## config.mk

```make
export PLATFORM = sky130hd
export DESIGN_NAME = video_spi_segment_synchronizer
export DESIGN_NICKNAME = d
export VERILOG_FILES = /design/src/hw/rtl/vssync_pkg.sv /design/src/hw/rtl/vssync_track.sv /design/src/hw/rtl/video_spi_segment_synchronizer.sv
export SDC_FILE = /design/constraint.sdc
export NUM_CORES = 1
export LEC_CHECK = 0
export ABC_AREA = 1
export ABC_CLOCK_PERIOD_IN_PS = 9600
export BUFFER_PORTS_ARGS = -buffer_cell sky130_fd_sc_hd__buf_2
export CORE_MARGIN = 2
export CORE_UTILIZATION = 60
export DETAILED_ROUTE_END_ITERATION = 16
export GPL_ROUTABILITY_DRIVEN = 1
export PLACE_DENSITY = 0.83
export SLEW_MARGIN = 25
export SYNTH_ARGS = -nofsm -noshare
export SYNTH_HDL_FRONTEND = slang
export SYNTH_HIERARCHICAL = 1
export SYNTH_SLANG_ARGS = --single-unit
```

## constraint.sdc

```tcl
create_clock -name clock -period 9.6 [get_ports clock]
set_input_delay 0.48 -clock clock [delete_from_list [all_inputs] [get_ports clock]]
set_output_delay 0.48 -clock clock [all_outputs]
set_load 0.02 [all_outputs]
```

## src/hw/rtl/vssync_pkg.sv

```systemverilog
`default_nettype none

package vssync_pkg;

   // Stream geometry
   localparam int PACKET_BYTES        = 164;
   localparam int PACKETS_PER_SEGMENT = 60;
   localparam int SEGMENTS_PER_FRAME  = 4;

   // Field widths
   localparam int BYTE_W  = 8;
   localparam int BPOS_W  = 8;
   localparam int PPOS_W  = 6;
   localparam int SPOS_W  = 2;
   localparam int TOTAL_W = 8;

   // Result tdata width, padded to whole bytes
   localparam int RSP_FIELDS_W = BYTE_W + BPOS_W + PPOS_W + SPOS_W + 3 + TOTAL_W;
   localparam int RSP_DATA_W   = ((RSP_FIELDS_W + 7) / 8) * 8;
   localparam int RSP_PAD_W    = RSP_DATA_W - RSP_FIELDS_W;

   // Header decode constants
   localparam logic [3:0]        DISCARD_NIBBLE = 4'hF;
   localparam logic [PPOS_W-1:0] HEADER_PACKET  = PPOS_W'(20);
   localparam logic [BYTE_W-1:0] HEADER_NUMBER  = BYTE_W'(20);
   localparam logic [3:0]        SYNC_SEGMENT   = 4'd1;
   localparam logic [3:0]        NULL_SEGMENT   = 4'd0;

   // Last positions
   localparam logic [BPOS_W-1:0] LAST_BYTE_POS   = BPOS_W'(PACKET_BYTES - 1);
   localparam logic [PPOS_W-1:0] LAST_PACKET_POS = PPOS_W'(PACKETS_PER_SEGMENT - 1);
   localparam logic [SPOS_W:0]   FRAME_SEGMENTS  = (SPOS_W+1)'(SEGMENTS_PER_FRAME);

   localparam logic [TOTAL_W-1:0] TOTAL_MAX = '1;

   // One tagged result
   typedef struct packed {
      logic [BYTE_W-1:0]  byte_out;
      logic [BPOS_W-1:0]  byte_pos;
      logic [PPOS_W-1:0]  packet_pos;
      logic [SPOS_W-1:0]  segment_pos;
      logic               is_discard;
      logic               segment_end;
      logic               segment_kept;
      logic               frame_done;
      logic               resync_request;
      logic [TOTAL_W-1:0] resync_total;
   } rsp_fields_type;

endpackage

`default_nettype wire

```

## src/hw/rtl/vssync_track.sv

```systemverilog
`default_nettype none

module vssync_track (
   input  wire logic                        clock,
   input  wire logic                        reset,
   input  wire logic                        csr_we,
   input  wire logic                        csr_wdata,
   input  wire logic                        step,
   input  wire logic [vssync_pkg::BYTE_W-1:0] data_byte,
   output vssync_pkg::rsp_fields_type       result
);
   import vssync_pkg::*;

   logic                 assume_synced_ff;
   logic [BPOS_W-1:0]    byte_cnt_ff,   byte_cnt_in;
   logic [PPOS_W-1:0]    pkt_cnt_ff,    pkt_cnt_in;
   logic [SPOS_W-1:0]    seg_cnt_ff,    seg_cnt_in;
   logic                 first_found_ff, first_found_in;
   logic                 discard_ff,    discard_in;
   logic [BYTE_W-1:0]    head_ff,       head_in;
   logic [BYTE_W-1:0]    number_ff,     number_in;
   logic [TOTAL_W-1:0]   count_ff,      count_in;

   logic                 last_byte;
   logic                 seg_end;
   logic                 kept;
   logic                 done;
   logic                 resync;
   logic [3:0]           seg_num;
   logic [SPOS_W:0]      seg_inc;

   // Per-byte tagging and segment decision
   always_comb begin
      byte_cnt_in    = byte_cnt_ff;
      pkt_cnt_in     = pkt_cnt_ff;
      seg_cnt_in     = seg_cnt_ff;
      first_found_in = first_found_ff;
      count_in       = count_ff;
      kept           = 1'b0;
      done           = 1'b0;
      resync         = 1'b0;

      // a discard packet is only recognized in the first slot of a segment
      if (byte_cnt_ff == '0) begin
         discard_in = (pkt_cnt_ff == '0) && (data_byte[3:0] == DISCARD_NIBBLE);
      end else begin
         discard_in = discard_ff;
      end

      // latch the header of the reference packet
      head_in   = head_ff;
      number_in = number_ff;
      if (!discard_in && pkt_cnt_ff == HEADER_PACKET) begin
         if (byte_cnt_ff == BPOS_W'(0)) begin
            head_in = data_byte;
         end else if (byte_cnt_ff == BPOS_W'(1)) begin
            number_in = data_byte;
         end
      end

      last_byte = byte_cnt_ff >= LAST_BYTE_POS;
      seg_end   = !discard_in && last_byte && (pkt_cnt_ff >= LAST_PACKET_POS);
      seg_num   = head_in[7:4];
      seg_inc   = {1'b0, seg_cnt_ff} + (SPOS_W+1)'(1);

      // advance byte and packet positions
      if (last_byte) begin
         byte_cnt_in = '0;
         if (!discard_in) begin
            pkt_cnt_in = seg_end ? '0 : pkt_cnt_ff + PPOS_W'(1);
         end
      end else begin
         byte_cnt_in = byte_cnt_ff + BPOS_W'(1);
      end

      // keep, redo or resync at segment end
      if (seg_end) begin
         priority if (assume_synced_ff) begin
            kept = seg_num != NULL_SEGMENT;
         end else if (first_found_ff) begin
            kept = 1'b1;
         end else if (number_in != HEADER_NUMBER) begin
            resync = 1'b1;
            if (count_ff != TOTAL_MAX) begin
               count_in = count_ff + TOTAL_W'(1);
            end
         end else if (seg_num == SYNC_SEGMENT) begin
            kept           = 1'b1;
            first_found_in = 1'b1;
         end else begin
            // wrong segment number: redo the segment silently
            kept = 1'b0;
         end
         if (kept) begin
            if (seg_inc >= FRAME_SEGMENTS) begin
               done = 1'b1;
            end else begin
               seg_cnt_in = seg_inc[SPOS_W-1:0];
            end
         end
      end

      result.byte_out       = data_byte;
      result.byte_pos       = byte_cnt_ff;
      result.packet_pos     = pkt_cnt_ff;
      result.segment_pos    = seg_cnt_ff;
      result.is_discard     = discard_in;
      result.segment_end    = seg_end;
      result.segment_kept   = kept;
      result.frame_done     = done;
      result.resync_request = resync;
      result.resync_total   = count_in;

      // start a fresh frame after the last segment
      if (done) begin
         seg_cnt_in     = '0;
         first_found_in = 1'b0;
         count_in       = '0;
      end
   end

   // Hold the mode register
   always_ff @(posedge clock) begin
      if (reset) begin
         assume_synced_ff <= 1'b0;
      end else if (csr_we) begin
         assume_synced_ff <= csr_wdata;
      end
   end

   // Commit tracking state once per transaction
   always_ff @(posedge clock) begin
      if (reset) begin
         byte_cnt_ff    <= '0;
         pkt_cnt_ff     <= '0;
         seg_cnt_ff     <= '0;
         first_found_ff <= 1'b0;
         discard_ff     <= 1'b0;
         head_ff        <= '0;
         number_ff      <= '0;
         count_ff       <= '0;
      end else if (step) begin
         byte_cnt_ff    <= byte_cnt_in;
         pkt_cnt_ff     <= pkt_cnt_in;
         seg_cnt_ff     <= seg_cnt_in;
         first_found_ff <= first_found_in;
         discard_ff     <= discard_in;
         head_ff        <= head_in;
         number_ff      <= number_in;
         count_ff       <= count_in;
      end
   end

endmodule

`default_nettype wire

```

## src/hw/rtl/video_spi_segment_synchronizer.sv

```systemverilog
// Channel  | Signals                          | Carries
// ---------+----------------------------------+----------------------------------------
// req      | req_tvalid/tready/tdata[7:0]     | data_byte
// rsp      | rsp_tvalid/tready/tdata/tuser/   | tagged byte; tuser = is_discard,
//          | tlast                            | tlast = segment_end
// csr      | csr_we, csr_wdata                | assume_synced
//
// One byte per cycle sustained while rsp is ready. A byte is held in the input register and
// is tagged on its way into the result register.
// Reset is synchronous and clears counters, header latches and the mode bit.
// A stall on rsp holds the result register; req keeps flowing until the input
// register is also occupied.
`default_nettype none

module video_spi_segment_synchronizer (
   input  wire logic                              clock,
   input  wire logic                              reset,
   input  wire logic                              csr_we,
   input  wire logic                              csr_wdata,
   input  wire logic                              req_tvalid,
   output logic                                   req_tready,
   input  wire logic [7:0]                        req_tdata,  // [7:0] data_byte
   output logic                                   rsp_tvalid,
   input  wire logic                              rsp_tready,
   // [7:0] byte_out, [15:8] byte_pos, [21:16] packet_pos, [23:22] segment_pos,
   // [24] segment_kept, [25] frame_done, [26] resync_request,
   // [34:27] resync_total, [39:35] zero
   output logic [vssync_pkg::RSP_DATA_W-1:0]      rsp_tdata,
   output logic                                   rsp_tuser,  // [0] is_discard
   output logic                                   rsp_tlast   // segment_end
);
   import vssync_pkg::*;

   logic                 in_valid_ff;
   logic [BYTE_W-1:0]    in_data_ff;
   logic                 out_valid_ff;
   rsp_fields_type       out_ff;
   rsp_fields_type       result;
   logic                 advance;

   // Move the input byte forward when the result register is free or being taken
   assign advance    = in_valid_ff && (!out_valid_ff || rsp_tready);
   assign req_tready = !in_valid_ff || advance;

   vssync_track u_track (
      .clock     (clock),
      .reset     (reset),
      .csr_we    (csr_we),
      .csr_wdata (csr_wdata),
      .step      (advance),
      .data_byte (in_data_ff),
      .result    (result)
   );

   // Input register
   always_ff @(posedge clock) begin
      if (reset) begin
         in_valid_ff <= 1'b0;
      end else if (req_tready) begin
         in_valid_ff <= req_tvalid;
      end
   end

   always_ff @(posedge clock) begin
      if (req_tvalid && req_tready) begin
         in_data_ff <= req_tdata;
      end
   end

   // Result register
   always_ff @(posedge clock) begin
      if (reset) begin
         out_valid_ff <= 1'b0;
      end else if (advance) begin
         out_valid_ff <= 1'b1;
      end else if (rsp_tready) begin
         out_valid_ff <= 1'b0;
      end
   end

   always_ff @(posedge clock) begin
      if (advance) begin
         out_ff <= result;
      end
   end

   // Pack the result transaction
   assign rsp_tvalid = out_valid_ff;
   assign rsp_tuser  = out_ff.is_discard;
   assign rsp_tlast  = out_ff.segment_end;
   assign rsp_tdata  = {RSP_PAD_W'(0), out_ff.resync_total, out_ff.resync_request,
                        out_ff.frame_done, out_ff.segment_kept, out_ff.segment_pos,
                        out_ff.packet_pos, out_ff.byte_pos, out_ff.byte_out};

endmodule

`default_nettype wire

```

==> results.md <==
- Status: finished, final reports clean
- Unique masters post-synth: 39
- Comb power frac: 0.092
- Crit-path cells: inv_1 -> ha_1 -> nor2_2 -> nand4_2 -> nand2_1 -> nand2_1 -> o21ai_0 -> nand2_1 -> nor2_2 -> nand3_1 -> nand3_1 -> nand3_1 -> nand2_1 -> nand2_1 -> nand2_1 -> a21oi_1
- Ports: 58
- Vias in the first global route: 2891
- Die Span X: 87.17 um
- DRT antenna net count: 0
- Root Buffer: clkbuf_8
- #FFs+latches synth: 86
- Mapped Cells: 475
- Final #Nets: 535
- Die ar.: 0.007599 mm^2
- Syn. warnings: 6
- Asr flop ratio synth: 0
- Max-cap violation count: 0
- First-pass GRT wire length: 12.04 mm
- Final setup skew: 0.01082 ns
- Grt peak-use layer: met2
- DP Wirelength: 5.219 mm
- Grt met2 use: 0.3518
- Most used cell, CP: nand2_1
- Final core occ: 0.6676
- Post-CTS Hold Buffers: 0
- Via density: 5.359
- Initial antenna violation count: 0
- Routed vias: 3210
- Syn-to-layout area delta: 8.683%
- Largest net degree at the start of global routing: 71
- Leakage power: 2.012 nW
- Fin crit period: 3.279 ns
- Max Freq: 305.0 MHz
- Synth Flop Type: edfxtp_1
- Fraction of the cycle the final worst path needs: 0.3415
- Arr. time, crit path: 3.50 ns
- Slew Limit Fails: 0
- GP Congestion: 0.8520
- Port Buf Inserts: 52
- Clock-pin slew on the worst setup and hold paths: 0.08 ns
- Post-CTS setup buffers: 0
- Syn avg cell area: 8.737 um^2
- Worst path max stage delay: 0.41 ns
- Core Region: 0.006756 mm^2
- Final setup vio count: 0
- Slew headroom: 0.4819
- CTS tree: yes
- GRT overflow: 0
- Number of gates resized after cts: 0
- DRT iter0 DRCs: 189
- Switching power total: 0.1745 mW
- Int Power: 0.5110 mW
- GR Util met3: 0.05024
- R2R setup slack: 6.32 ns
- Worst Path Required: 9.82 ns
- Crit end category: flop
- Sequential power share: 0.592
- Max FO, Critical Path: 11
- Die H: 87.17 um
- Sum Neg Setup Slack: 0 ns
- Clk_lat worst skew: 0.35 ns
- WL/cell: 12.57 um
- Post-Route WL: 7.527 mm
- Switching share of power: 0.2546
- Maximum VDD drop: 0.06390 mV
- Slowest CP cell: dfxtp_1
- Drt pass-1 iters: 5
- Unrepaired setup endpoints after global routing: no
- CTS buffer count: 9
- Antenna cells: 0
- Met1 Use GR: 0.2348
- Startpoint types: flop
- Layout cells sized above 1: 0.2023
- Mapped cell area: 0.004150 mm^2
- GRT Total Usage: 0.2019
- Sequential share of the synthesized area: 0.5234
- Final Power: 0.6855 mW
- PD cells: 152.0 mW/mm^2
- DRC viols: 0
- Starting Density: 0.6143
- Most common cell after layout, fill and taps aside: nand2_1
- Clk pwr share: 0.317
- WS Path Type: flop to flop
- Clock Tree Buf Depth: 2
- Commonest non-fill, non-tap cells in the layout: nand2_1, inv_1, buf_2
- EDFF count, synth: 45
- Final hold vios: 0
- H-tree depth: 3
- # clock sinks: 86
- Min-Delay Path Class: input port to flop
- FP Rows: 30
- Pin slew with the least headroom to its limit: 0.7771 ns
[synthesized netlist by cell type, types with 2 or more instances]
| cell type | instances | area share |
|---|---|---|
| inv_1 | 68 | 0.062 |
| a31oi_1 | 2 | 0.0030 |
| nand2_2 | 6 | 0.0090 |
| nand4_1 | 3 | 0.0045 |
| o21ai_0 | 17 | 0.021 |
| nand3_2 | 4 | 0.0096 |
| nor3b_1 | 2 | 0.0036 |
| dfxtp_1 | 41 | 0.20 |
| ha_1 | 7 | 0.021 |
| inv_2 | 7 | 0.0063 |
| o21ai_1 | 3 | 0.0036 |
| o211ai_1 | 7 | 0.013 |
| xnor2_1 | 2 | 0.0042 |
| a211oi_1 | 4 | 0.0072 |
| edfxtp_1 | 45 | 0.33 |
| a21oi_1 | 23 | 0.028 |
| buf_6 | 2 | 0.0054 |
| a21oi_2 | 4 | 0.0084 |
| nor3_1 | 6 | 0.0072 |
| nor2_4 | 2 | 0.0054 |
| o21ai_2 | 2 | 0.0042 |
| clkbuf_1 | 6 | 0.0054 |
| nor2_2 | 7 | 0.011 |
| buf_4 | 20 | 0.036 |
| o21a_1 | 2 | 0.0036 |
| nand2_1 | 106 | 0.096 |
| nor2_1 | 27 | 0.024 |
| nand3_1 | 38 | 0.046 |
| xor2_1 | 2 | 0.0042 |
[flip-flops by register name (all words and copies together), names as in the netlist]
| register | flops |
|---|---|
| u_track/first_found_ff | 1 |
| rsp_tvalid | 1 |
| rsp_tdata | 35 |
| in_valid_ff | 1 |
| u_track/number_ff | 8 |
| u_track/head_ff | 4 |
| rsp_tuser | 1 |
| u_track/pkt_cnt_ff | 6 |
| u_track/assume_synced_ff | 1 |
| in_data_ff | 8 |
| u_track/seg_cnt_ff | 2 |
| rsp_tlast | 1 |
| u_track/discard_ff | 1 |
| u_track/byte_cnt_ff | 8 |
| u_track/count_ff | 8 |
[logic make-up (layout without fill, tap and decap cells)]
| kind of cell | Yosys count | in the layout | synth area share |
|---|---|---|---|
| DFF | 86 | 86 | 0.5234 |
| and+or+nand+nor | 208 | 208 | 0.2382 |
| AOI/OAI and AO/OA | 64 | 64 | 0.09104 |
| adders and majority gates | 7 | 7 | 0.02110 |
| xor gates and xnor gates | 4 | 4 | 0.008443 |
| other | 1 | 5 | 0.0009036 |
| buffers and inverters | 105 | 145 | 0.1170 |
[critical path, delay by kind of cell (launching register included)]
kind	cells	cell delay (ns)
buffers and inverters	1	0.08
AOI/OAI and AO/OA	2	0.31
and+or+nand+nor	12	2.10
DFF	1	0.41
adders and majority gates	1	0.26
[through the flow]
step | worst slack (ns) | area, um^2 | hold WS (ns) | std cells
5_1_grt | 6.059 | 4511 | 0.2863 | 599
6_report | 6.321 | 4511 | 0.3014 | 599
3_5_place_dp | 6.380 | 4344 | 0.4546 | 583
4_1_cts | 6.372 | 4511 | 0.2951 | 599
3_3_place_gp | 6.521 | 4344 | 0.4406 | 583
2_1_floorplan | 5.854 | 4165 | 0.4308 | 479
[power groups by stage]
stage | Clock [mW] | Sequential [mW] | Combinational (mW)
after floorplan | 0 | 0.420 | 0.0444
after global placement | 0 | 0.413 | 0.0605
after detailed placement | 0 | 0.414 | 0.0625
after CTS | 0.220 | 0.406 | 0.0631
after global routing | 0.236 | 0.407 | 0.0701
final | 0.217 | 0.406 | 0.0628
[worst paths after layout]
kind,start,cells past startpoint,to
setup / recovery,u_track/byte_cnt_ff[0],16,u_track/first_found_ff
hold / removal,req_tdata[3],1,in_data_ff[3]
setup reg to reg,u_track/byte_cnt_ff[0],16,u_track/first_found_ff
hold reg to reg,u_track/byte_cnt_ff[1],0,rsp_tdata[9]
[area by class of cell]
cell class | count | area (um^2)
Timing Repair Buffer | 53 | 267.8
Clock buffer | 10 | 127.6
Fill cell | 561 | 2246
Tap cell | 80 | 100.1
Inverter | 76 | 285.3
Multi-Input combinational cell | 288 | 1519
Sequential cell | 86 | 2172
Clock inverter | 6 | 38.79
[metal layers]
layer  vias up  share of wire
met1      1485           0.42
met2       107           0.50
li1       1599              -
met4         0          0.025
met3        19          0.057
met5         -              0
(Power assumes the default switching activity.)
